`config.mk`:
```
export PLATFORM = sky130hd
export DESIGN_NAME = indexed_int_array_engine
export DESIGN_NICKNAME = d
export VERILOG_FILES = /design/src/hw/rtl/iiae_pkg.sv /design/src/hw/rtl/indexed_int_array_engine.sv
export SDC_FILE = /design/constraint.sdc
export NUM_CORES = 1
export LEC_CHECK = 0
export BUFFER_PORTS_ARGS = -buffer_cell sky130_fd_sc_hd__buf_2
export CAP_MARGIN = 40
export CORE_MARGIN = 3
export CORE_UTILIZATION = 50
export DETAILED_ROUTE_END_ITERATION = 7
export PLACE_DENSITY = 0.63
export SYNTH_ARGS = -nofsm -noshare
export SYNTH_HDL_FRONTEND = slang
export SYNTH_SLANG_ARGS = --single-unit
```
`constraint.sdc`:
```
create_clock -name clk -period 6.8 [get_ports clk]
set_input_delay 1.36 -clock clk [delete_from_list [all_inputs] [get_ports clk]]
set_output_delay 1.36 -clock clk [all_outputs]
set_load 0.01 [all_outputs]
```
`src/hw/rtl/iiae_pkg.sv`:
```
// shared codes and types for the indexed integer array engine
// no dependencies
package iiae_pkg;

	typedef enum logic [2:0] {
		OP_INSERT    = 3'd0,
		OP_DELETE    = 3'd1,
		OP_SORT_UP   = 3'd2,
		OP_SORT_DOWN = 3'd3,
		OP_SEARCH    = 3'd4
	} op_t;

	typedef enum logic [1:0] {
		ST_DONE      = 2'd0,
		ST_BAD_INDEX = 2'd1,
		ST_FULL      = 2'd2
	} status_t;

	typedef enum logic [6:0] {
		S_IDLE  = 7'b0000001,
		S_RD    = 7'b0000010,
		S_WAIT  = 7'b0000100,
		S_EXEC  = 7'b0001000,
		S_WB    = 7'b0010000,
		S_WB2   = 7'b0100000,
		S_DONE  = 7'b1000000
	} state_t;

endpackage

```
`src/hw/rtl/indexed_int_array_engine.sv`:
```
// indexed integer array engine top level: fsm plus one entry memory
// depends on iiae_pkg
//
// usage: drive operation, position and item_value and raise start while busy
// is low; that cycle accepts the transaction. busy stays high while the
// operation walks the memory and through the result cycle. one result
// (status, found, fill_count) appears for exactly one cycle with done high;
// the receiver cannot stall it.
// steps after the accepting edge, before the result with done high:
//   rejected index, full store, unused code, empty search, sort of < 2: none
//   insert or delete moving k entries: one read and one write per move, then a
//   write-back that updates the count (and stores the item on an insert)
//   search: one read and one compare per entry, until a match or the end
//   sort: an insertion sort; the worst case is a reversed full store
// throughput: the next transaction can be accepted in the cycle after done.
// the memory read is registered; every read is issued after the
// write it depends on has landed, so no forwarding is needed.
// reset clears the fill count and control; the memory content is not cleared,
// only entries below the count are ever used.
module indexed_int_array_engine #(
	parameter int DEPTH = 16
) (
	input  logic                 clk,
	input  logic                 arst_n,
	input  logic                 start,
	output logic                 busy,
	input  logic [2:0]           operation,
	input  logic [4:0]           position,
	input  logic signed [31:0]   item_value,
	output logic                 done,
	output logic [1:0]           status,
	output logic                 found,
	output logic [4:0]           fill_count
);

	localparam int AW = (DEPTH > 1) ? $clog2(DEPTH) : 1;
	localparam int CW = $clog2(DEPTH + 1);
	localparam logic [CW-1:0] DEPTH_C = CW'(DEPTH);

	logic [31:0]   mem [DEPTH];
	logic [31:0]   rdata_q;
	logic          we;
	logic [AW-1:0] waddr, raddr;
	logic [31:0]   wdata;

	iiae_pkg::state_t state_q;
	iiae_pkg::op_t    op_q;
	logic [CW-1:0] count_q, pos_q, i_q, j_q;
	logic [31:0]   val_q, v_q;
	logic [1:0]    status_q;
	logic          found_q, asc_q;

	logic [CW-1:0] pos_ext;
	logic          pos_big;
	logic          move;
	logic          last_i;

	always_ff @(posedge clk) begin
		if (we)
			mem[waddr] <= wdata;
		rdata_q <= mem[raddr];
	end

	assign pos_ext = CW'(position);
	assign pos_big = (CW < 5) ? (32'(position) > 32'(DEPTH)) : 1'b0;
	assign last_i = (i_q + CW'(1) >= count_q);

	// signed compare with direction
	always_comb begin
		if (asc_q)
			move = $signed(rdata_q) > $signed(v_q);
		else
			move = $signed(rdata_q) < $signed(v_q);
	end

	// sort: i walks 1..count-1, v is entry i, j walks down comparing entry j-1
	always_comb begin
		we = 1'b0;
		waddr = '0;
		wdata = rdata_q;
		raddr = '0;
		unique case (state_q)
			iiae_pkg::S_RD: begin
				// insert walks down and copies entry i-1 into i
				if (op_q == iiae_pkg::OP_INSERT)
					raddr = AW'(i_q - CW'(1));
				else
					raddr = AW'(i_q);
			end
			iiae_pkg::S_WAIT: raddr = AW'(i_q - CW'(1));
			iiae_pkg::S_EXEC: begin
				unique case (op_q)
					iiae_pkg::OP_INSERT: begin
						we = 1'b1;
						waddr = AW'(i_q);
					end
					iiae_pkg::OP_DELETE: begin
						we = 1'b1;
						waddr = AW'(i_q - CW'(1));
					end
					iiae_pkg::OP_SORT_UP, iiae_pkg::OP_SORT_DOWN: begin
						we = 1'b1;
						waddr = AW'(j_q);
						wdata = move ? rdata_q : v_q;
						// fetch the next neighbor while this one moves up
						raddr = AW'(j_q - CW'(2));
					end
					default: ;
				endcase
			end
			iiae_pkg::S_WB2: begin
				we = 1'b1;
				waddr = AW'(j_q);
				wdata = v_q;
			end
			iiae_pkg::S_WB: begin
				we = (op_q == iiae_pkg::OP_INSERT);
				waddr = AW'(pos_q);
				wdata = val_q;
			end
			default: ;
		endcase
	end

	always_ff @(posedge clk or negedge arst_n) begin
		if (!arst_n) begin
			state_q <= iiae_pkg::S_IDLE;
			op_q <= iiae_pkg::OP_INSERT;
			count_q <= '0;
			pos_q <= '0;
			i_q <= '0;
			j_q <= '0;
			val_q <= '0;
			v_q <= '0;
			done <= 1'b0;
			status_q <= iiae_pkg::ST_DONE;
			found_q <= 1'b0;
			asc_q <= 1'b0;
		end else begin
			done <= (state_q == iiae_pkg::S_DONE);
			unique case (state_q)
				iiae_pkg::S_IDLE: begin
					if (start && !busy) begin
						op_q <= iiae_pkg::op_t'(operation);
						pos_q <= pos_ext;
						val_q <= item_value;
						found_q <= 1'b0;
						asc_q <= (operation == iiae_pkg::OP_SORT_UP);
						unique case (operation)
							iiae_pkg::OP_INSERT: begin
								if (pos_big || pos_ext > count_q) begin
									status_q <= iiae_pkg::ST_BAD_INDEX;
									state_q <= iiae_pkg::S_DONE;
								end else if (count_q == DEPTH_C) begin
									status_q <= iiae_pkg::ST_FULL;
									state_q <= iiae_pkg::S_DONE;
								end else begin
									// move entries from count-1 down to pos up
									status_q <= iiae_pkg::ST_DONE;
									i_q <= count_q;
									state_q <= (count_q == pos_ext) ?
										iiae_pkg::S_WB : iiae_pkg::S_RD;
								end
							end
							iiae_pkg::OP_DELETE: begin
								if (pos_big || pos_ext >= count_q) begin
									status_q <= iiae_pkg::ST_BAD_INDEX;
									state_q <= iiae_pkg::S_DONE;
								end else begin
									status_q <= iiae_pkg::ST_DONE;
									i_q <= pos_ext + CW'(1);
									state_q <= (pos_ext + CW'(1) == count_q) ?
										iiae_pkg::S_WB : iiae_pkg::S_RD;
								end
							end
							iiae_pkg::OP_SORT_UP, iiae_pkg::OP_SORT_DOWN: begin
								status_q <= iiae_pkg::ST_DONE;
								i_q <= CW'(1);
								state_q <= (count_q > CW'(1)) ?
									iiae_pkg::S_RD : iiae_pkg::S_DONE;
							end
							iiae_pkg::OP_SEARCH: begin
								status_q <= iiae_pkg::ST_DONE;
								i_q <= '0;
								state_q <= (count_q != '0) ?
									iiae_pkg::S_RD : iiae_pkg::S_DONE;
							end
							default: begin
								status_q <= iiae_pkg::ST_DONE;
								state_q <= iiae_pkg::S_DONE;
							end
						endcase
					end
				end
				iiae_pkg::S_RD: begin
					if (op_q == iiae_pkg::OP_SORT_UP || op_q == iiae_pkg::OP_SORT_DOWN)
						state_q <= iiae_pkg::S_WAIT;
					else
						state_q <= iiae_pkg::S_EXEC;
				end
				iiae_pkg::S_WAIT: begin
					// rdata holds entry i, the value being placed
					v_q <= rdata_q;
					j_q <= i_q;
					state_q <= iiae_pkg::S_EXEC;
				end
				iiae_pkg::S_EXEC: begin
					unique case (op_q)
						iiae_pkg::OP_INSERT: begin
							if (i_q - CW'(1) == pos_q)
								state_q <= iiae_pkg::S_WB;
							else begin
								i_q <= i_q - CW'(1);
								state_q <= iiae_pkg::S_RD;
							end
						end
						iiae_pkg::OP_DELETE: begin
							if (i_q + CW'(1) == count_q)
								state_q <= iiae_pkg::S_WB;
							else begin
								i_q <= i_q + CW'(1);
								state_q <= iiae_pkg::S_RD;
							end
						end
						iiae_pkg::OP_SEARCH: begin
							if (rdata_q == val_q) begin
								found_q <= 1'b1;
								state_q <= iiae_pkg::S_DONE;
							end else if (i_q + CW'(1) == count_q)
								state_q <= iiae_pkg::S_DONE;
							else begin
								i_q <= i_q + CW'(1);
								state_q <= iiae_pkg::S_RD;
							end
						end
						iiae_pkg::OP_SORT_UP, iiae_pkg::OP_SORT_DOWN: begin
							if (move && j_q == CW'(1)) begin
								// reached the bottom, v goes to entry 0
								j_q <= '0;
								state_q <= iiae_pkg::S_WB2;
							end else if (move)
								j_q <= j_q - CW'(1);
							else if (last_i)
								state_q <= iiae_pkg::S_DONE;
							else begin
								i_q <= i_q + CW'(1);
								state_q <= iiae_pkg::S_RD;
							end
						end
						default: state_q <= iiae_pkg::S_DONE;
					endcase
				end
				iiae_pkg::S_WB2: begin
					if (last_i)
						state_q <= iiae_pkg::S_DONE;
					else begin
						i_q <= i_q + CW'(1);
						state_q <= iiae_pkg::S_RD;
					end
				end
				iiae_pkg::S_WB: begin
					if (op_q == iiae_pkg::OP_INSERT)
						count_q <= count_q + CW'(1);
					else
						count_q <= count_q - CW'(1);
					state_q <= iiae_pkg::S_DONE;
				end
				iiae_pkg::S_DONE: state_q <= iiae_pkg::S_IDLE;
				default: state_q <= iiae_pkg::S_IDLE;
			endcase
		end
	end

	assign busy = (state_q != iiae_pkg::S_IDLE) || done;
	assign status = status_q;
	assign found = found_q;
	assign fill_count = 5'(count_q);

`ifndef SYNTHESIS
	a_count_range: assert property (@(posedge clk) disable iff (!arst_n)
		count_q <= DEPTH_C) else $error("fill count above depth");
	a_done_pulse: assert property (@(posedge clk) disable iff (!arst_n)
		done |=> !done) else $error("result held more than one cycle");
	a_no_accept_busy: assert property (@(posedge clk) disable iff (!arst_n)
		done |-> busy) else $error("idle while result shown");
	a_reject_keeps: assert property (@(posedge clk) disable iff (!arst_n)
		(done && status_q != iiae_pkg::ST_DONE) |-> $stable(count_q))
		else $error("rejected operation changed count");
`endif

endmodule
```
==> results.py, run 1 <==
metrics = {
    "setup_path": {
        "start_kind": "flop",
        "crit_arrival_ns": 4.97,
        "rr_worst_depth": 11,
        "crit_slowest_cell": "nor4_1",
        "worstSetupPathType": "reg2reg",
        "cp_num_cells": 11,
        "worst-path-buf-inv": 2,
        "required_ns": 7.12,
        "rr_endpoint": "mem[5][23]",
        "r2r_slack_ns": 2.15,
        "crit_fanout": 19,
        "worst_setup_path_end_kind": "flop",
        "path_delay_family": "simple AND/OR/NAND/NOR gates",
        "r2r-start": "v_q[31]",
        "cpPeakStageDelay_ns": 0.68,
        "path_cells": "inv_1 > ha_1 > nand4_1 > or2_2 > nor4_1 > a211oi_1 > mux2i_1 > nor2_1 > a21o_2 > buf_12 > a221o_1",
    },
    "yosys": {
        "ys_seq_area_share_pct": 66.1,
        "synth_area_um2": 28000,
        "syn_area_per_cell_um2": 12.8,
        "synth_ff_type": "edfxtp_1",
        "ys_ff_latch": 643,
        "synth-warning-count": 0,
        "async_flop_share_pct": 15.4,
        "synth_cell_types": 73,
        "syn_inst": 2178,
        "synth_nets": 2274,
        "synth-edff-count": 512,
    },
    "power_and_ir_drop": {
        "p_sw_share_pct": 24.2,
        "p_leak_nw": 10.9,
        "power.density_nw_per_um2": 294,
        "clkPwrFrac_pct": 40.4,
        "internal_power_mw": 7.04,
        "combPwrFrac_pct": 9.9,
        "seqPwrFrac_pct": 49.7,
        "ir_worst_vdd_mv": 0.187,
        "switching_power_mw": 2.25,
    },
    "global_routing": {
        "overflow": 0,
        "antenna_found_initial": 2,
        "grt_pass1_wl_mm": 110,
        "grt_pass1_vias": 17518,
        "grt_max_degree": 151,
        "grt_use_total_pct": 25.1,
    },
    "cts": {
        "cts.sinks": 643,
        "clockBufferDepth": 3,
        "insertion_delay_ns": 0.59,
        "cts_resized": 0,
        "cts_root_buf": "clkbuf_16",
        "cts_made_buffers": 69,
        "clk_pin_slew_ns": 0.06,
        "htree_levels": 3,
        "ctsHoldBuffers": 0,
        "cts_tree": "done",
        "post_cts_buffers": 0,
    },
    "placement": {
        "io_buffers": 52,
        "dp_hpwl_mm": 42.7,
        "gp_congestion": 0.850,
        "placed_cells": 2881,
    },
    "timing": {
        "timing.hold.ws_ns": 0.491,
        "fin_tns_setup_ns": 0,
        "rsz0062_at_grt": "no",
        "fmax_mhz": 215,
        "hold_viol": 0,
        "slew_headroom_pct": 39.7,
        "slew_viol_final": 0,
        "finalSetupViolCount": 0,
        "min_period_ns": 4.65,
        "finalClockSkew_ns": 0.0189,
        "tightest_slew_ns": 0.896,
        "period_share_pct": 68.3,
    },
    "finish": {
        "final_cells": 3008,
        "layout_commonest_cell": "edfxtp_1",
        "syn2layout_area_growth_pct": 12.7,
        "final_nets": 2300,
        "final_cell_mix": "512 x edfxtp_1, 335 x nand2_1, 164 x a211oi_1, 164 x and2_1, 102 x a21oi_1",
        "drive_above_1_share_pct": 12.1,
    },
    "hold_path": {
        "min_path_cells": 2,
        "min_path_type": "reg2reg",
        "min_from": "status[0]",
        "min_to": "status[0]",
    },
    "die": {
        "floorplan.initialDensity_pct": 50.7,
        "die_area_um2": 58800,
        "die_width_um": 243,
        "ios": 53,
        "fp.dieH_um": 243,
        "core_um2": 55200,
        "num_rows": 86,
    },
    "routing": {
        "via_count": 18183,
        "drc": 0,
        "viasPerCell": 6.04,
        "drt-total-wl_mm": 74.3,
        "first_iter_violations": 1654,
        "wl_per_cell_um": 24.7,
        "first_pass_iters": 5,
        "antenna_left": 0,
    },
    "job": {
        "cap_violations": 0,
    },
    "outcome": {
        "status": "finished, final reports clean",
    },
}
==> area by class of cell <==
| class | instances | area (um^2) |
|---|---|---|
| diodes | 3 | 7.51 |
| clock buffers | 100 | 2010 |
| clock inverters | 24 | 274 |
| fillers | 4408 | 23700 |
| inverters | 48 | 180 |
| multi-input cells | 1346 | 8830 |
| flip-flops and latches | 643 | 18500 |
| well taps | 748 | 936 |
| repair buffers | 96 | 823 |
==> cells in the mapped netlist, types with 3 or more instances <==
cell type | instances | area [um^2]
a311oi_1 | 66 | 578
ha_1 | 53 | 663
inv_1 | 47 | 176
a21boi_0 | 4 | 30.0
nor2b_1 | 7 | 43.8
or3_1 | 5 | 31.3
or2_2 | 3 | 18.8
nand3_1 | 16 | 80.1
buf_6 | 6 | 67.6
a31oi_1 | 66 | 413
nand4b_1 | 3 | 26.3
a221o_1 | 37 | 370
and2_1 | 164 | 1030
buf_2 | 25 | 125
xor2_1 | 12 | 105
clkbuf_1 | 96 | 360
dfxtp_1 | 32 | 641
buf_1 | 3 | 11.3
nand4_1 | 17 | 106
o211ai_1 | 4 | 30.0
nor4_1 | 7 | 43.8
xnor2_1 | 47 | 412
a21o_1 | 7 | 52.6
nor3_1 | 9 | 45.0
dfrtp_1 | 98 | 2450
nor2_1 | 53 | 199
a221oi_1 | 4 | 35.0
nor4b_4 | 3 | 71.3
a21oi_1 | 103 | 515
nand2_1 | 335 | 1260
o21ai_0 | 50 | 250
edfxtp_1 | 512 | 15400
o22ai_1 | 4 | 25.0
nand2b_1 | 6 | 37.5
buf_4 | 11 | 82.6
mux2_2 | 39 | 439
o2bb2ai_1 | 6 | 52.6
o311ai_0 | 4 | 35.0
a211oi_1 | 165 | 1240
o31ai_1 | 4 | 30.0
==> worst register-to-register path: cells and delay by family, from the launching register on <==
| family | cells | cell delay, ns |
|---|---|---|
| and+or+nand+nor | 4 | 1.79 |
| AOI/OAI and AO/OA | 3 | 1.29 |
| adders and majority gates | 1 | 0.42 |
| DFF | 1 | 0.36 |
| buffers and inverters | 2 | 0.33 |
| muxes | 1 | 0.18 |
==> through the flow <==
stage	total power [mW]	setup WS [ns]	instance area (um^2)	utilization, %
global placement	5.57	2.06	29000	52.6
global route	9.62	1.93	31500	57.1
detailed placement	5.58	2.24	29300	53.0
CTS	9.33	2.21	31500	57.1
finish	9.29	2.15	31500	57.1
floorplan	5.23	2.80	28000	-
==> sequential cells by signal, summed over array words and instances (netlist names), 5 cells and up <==
| signal | flops |
|---|---|
| rdata_q | 32 |
| i_q | 5 |
| pos_q | 5 |
| v_q | 32 |
| fill_count | 5 |
| val_q | 32 |
| mem | 512 |
| state_q | 7 |
| j_q | 5 |
==> routing by layer <==
layer | GRT usage (%) | wire, um | up-vias
li1 | - | - | 8279
met1 | 34.9 | 31800 | 9088
met2 | 38.9 | 33800 | 668
met3 | 6.21 | 6150 | 148
met4 | 8.54 | 2520 | 0
met5 | 0 | 0 | -
==> power groups by stage <==
stage / clock network (mW) / logic [mW] / registers [mW]
after floorplan: 0 / 0.679 / 4.55
after global placement: 0 / 0.895 / 4.68
after detailed placement: 0 / 0.903 / 4.68
after CTS: 3.82 / 0.911 / 4.60
after global routing: 3.99 / 0.997 / 4.63
final: 3.76 / 0.921 / 4.61
==> how the worst max path moves through the flow <==
stage	from	endpoint	slack (ns)
global placement	v_q[31]	mem[1][14]	2.06
detailed placement	v_q[31]	mem[15][23]	2.24
global route	v_q[31]	mem[4][21]	1.93
CTS	v_q[31]	mem[5][23]	2.21
finish	v_q[31]	mem[5][23]	2.15
floorplan	state_q[6]	mem[2][0]	2.80
==> kinds of logic (layout without fill, tap and decap cells) <==
group / after synthesis / count (layout) / share of synthesized area, %
compound gates: 545 / 545 / 13.8
buf+inv: 189 / 268 / 2.96
mux: 41 / 41 / 1.64
fa+ha+maj: 53 / 53 / 2.37
flops: 643 / 643 / 66.1
xor+xnor: 59 / 59 / 1.85
simple gates: 648 / 648 / 11.3
other cells: 0 / 3 / 0
(Power assumes the default switching activity.)
==> run 2, diff against run 1 <==
--- a/config.mk
+++ b/config.mk
@@ -10,7 +10,7 @@
 export CORE_MARGIN = 3
 export CORE_UTILIZATION = 50
 export DETAILED_ROUTE_END_ITERATION = 7
-export PLACE_DENSITY = 0.63
+export PLACE_DENSITY = 0.65
 export SYNTH_ARGS = -nofsm -noshare
 export SYNTH_HDL_FRONTEND = slang
 export SYNTH_SLANG_ARGS = --single-unit
==> constraint.sdc (replaced) <==
create_clock -name clk -period 4.2 [get_ports clk]
set_input_delay 0.84 -clock clk [delete_from_list [all_inputs] [get_ports clk]]
set_output_delay 0.84 -clock clk [all_outputs]
set_load 0.01 [all_outputs]
==> results.py, run 2 (synthesis gave the netlist of run 1 again) <==
metrics = {
    "finish": {
        "largest_register_ffs": 512,
        "syn2layout_area_growth_pct": 12.7,
        "top_register": "mem",
        "final_cell_mix": "512 x edfxtp_1, 335 x nand2_1, 164 x a211oi_1, 164 x and2_1, 102 x a21oi_1",
        "final_nets": 2311,
        "num_antenna_cells": 0,
        "layout_commonest_cell": "edfxtp_1",
        "drive_above_1_share_pct": 12.7,
    },
    "placement": {
        "pre_cts_slack_ns": 0.494,
        "io_buffers": 52,
        "gp_congestion": 0.929,
        "dp_hpwl_mm": 41.0,
    },
    "outcome": {
        "status": "finished, final reports clean",
    },
    "timing": {
        "fmax_mhz": 263,
        "min_period_ns": 3.80,
        "finalSetupViolCount": 0,
        "tightest_slew_ns": 0.771,
        "hold_viol": 0,
        "fin_tns_setup_ns": 0,
        "slew_viol_final": 0,
        "rsz0062_at_grt": "no",
        "setup_slack_ns": 0.396,
        "period_share_pct": 90.6,
        "finalClockSkew_ns": 0.0159,
        "slew_headroom_pct": 48.6,
    },
    "routing": {
        "first_iter_violations": 1696,
        "first_pass_iters": 7,
        "viasPerCell": 6.07,
        "drc": 0,
        "drt-total-wl_mm": 73.5,
        "antenna_left": 0,
        "wl_per_cell_um": 24.4,
        "via_count": 18317,
    },
    "setup_path": {
        "path_delay_family": "compound AO/OA/AOI/OAI gates",
        "cpPeakStageDelay_ns": 0.55,
        "worst-path-buf-inv": 2,
        "r2r_slack_ns": 0.40,
        "path_cells": "inv_1 > ha_1 > a21oi_1 > o21ai_0 > a221o_1 > or3_1 > a211oi_1 > mux2i_1 > nor2_1 > a211oi_4 > buf_12 > a221o_1",
        "crit_arrival_ns": 4.14,
        "crit_fanout": 32,
        "timing.critical_path.mode_cell": "a221o_1",
        "required_ns": 4.54,
        "worst_setup_path_end_kind": "flop",
        "crit_slowest_cell": "a221o_1",
        "worstSetupPathType": "reg2reg",
        "start_kind": "flop",
    },
    "global_routing": {
        "grt_pass1_vias": 17468,
        "overflow": 0,
        "grt_max_degree": 103,
        "grt_pass1_wl_mm": 109,
        "antenna_found_initial": 2,
        "grt_use_total_pct": 24.5,
    },
    "die": {
        "fp.dieH_um": 243,
        "core_um2": 55200,
        "num_rows": 86,
        "die_area_um2": 58800,
        "floorplan.initialDensity_pct": 50.7,
        "ios": 53,
        "die_width_um": 243,
    },
    "cts": {
        "clk_pin_slew_ns": 0.06,
        "cts_root_buf": "clkbuf_16",
        "ctsHoldBuffers": 0,
        "cts_made_buffers": 61,
        "clockBufferDepth": 3,
        "cts_tree": "done",
        "cts.sinks": 643,
        "cts_resized": 0,
        "post_cts_buffers": 0,
        "htree_levels": 2,
        "insertion_delay_ns": 0.63,
    },
    "power_and_ir_drop": {
        "p_leak_nw": 10.9,
        "design_power_total_mw": 14.4,
        "power.density_nw_per_um2": 456,
        "ir_worst_vdd_mv": 0.365,
    },
    "hold_path": {
        "min_path_type": "in2async",
    },
    "job": {
        "cap_violations": 0,
    },
}
==> run 2: cell types whose count changed in the layout (fill, tap and decap cells not counted), moves of 3 or more <==
| cell | delta |
|---|---|
| clkinv_1 | +5 |
| buf_16 | -4 |
| clkbuf_16 | -8 |
| clkinv_2 | +10 |
| buf_12 | +17 |
| diode_2 | -3 |
| clkinv_4 | +4 |
| buf_4 | +6 |
| clkbuf_8 | -12 |
| clkinvlp_4 | +6 |
| clkbuf_1 | -12 |
==> run 2: report_power, final <==
group / internal [mW] / total, mW / switching (mW)
clock network: 3.05 / 5.45 / 2.40
logic: 0.687 / 1.56 / 0.869
registers: 7.06 / 7.38 / 0.323
total: 10.8 / 14.4 / 3.59
==> run 2: path summary, 6_finish.rpt <==
path                            cells after the start    endpoint           start
worst min register to register                      2   status[0]       status[0]
worst max-delay path                               12  mem[15][4]          v_q[5]
worst min-delay path                                1   val_q[24]          arst_n
min in group clk                                    2   val_q[22]  item_value[22]
max in group asynchronous                           2  state_q[0]          arst_n
worst max register to register                     12  mem[15][4]          v_q[5]
==> run 2: routing by layer <==
| metal | track usage, % | share of wire [%] |
|---|---|---|
| met5 | 0 | 0.022 |
| met1 | 34.1 | 43 |
| met2 | 39.0 | 46 |
| met3 | 4.99 | 7.4 |
| met4 | 7.55 | 3.0 |
==> run 2: per-stage QoR <==
| stage | hold WS [ns] | area, um^2 | instances | utilization (%) |
|---|---|---|---|---|
| after global placement | 0.466 | 29500 | 2900 | 53.5 |
| final | 0.220 | 31500 | 3016 | 57.1 |
| after CTS | 0.205 | 31500 | 3016 | 57.1 |
| after floorplan | 0.477 | 28000 | 2178 | - |
| after global routing | 0.224 | 31500 | 3016 | 57.1 |
| after detailed placement | 0.460 | 29500 | 2900 | 53.5 |
==> run 2: final cells by class <==
class / instances / area, um^2
Clock buffer: 68 / 1600
Clock inverter: 48 / 393
Fill cell: 4374 / 23700
Inverter: 48 / 180
Multi-Input combinational cell: 1346 / 8820
Sequential cell: 643 / 18500
Tap cell: 748 / 936
Timing Repair Buffer: 115 / 1100
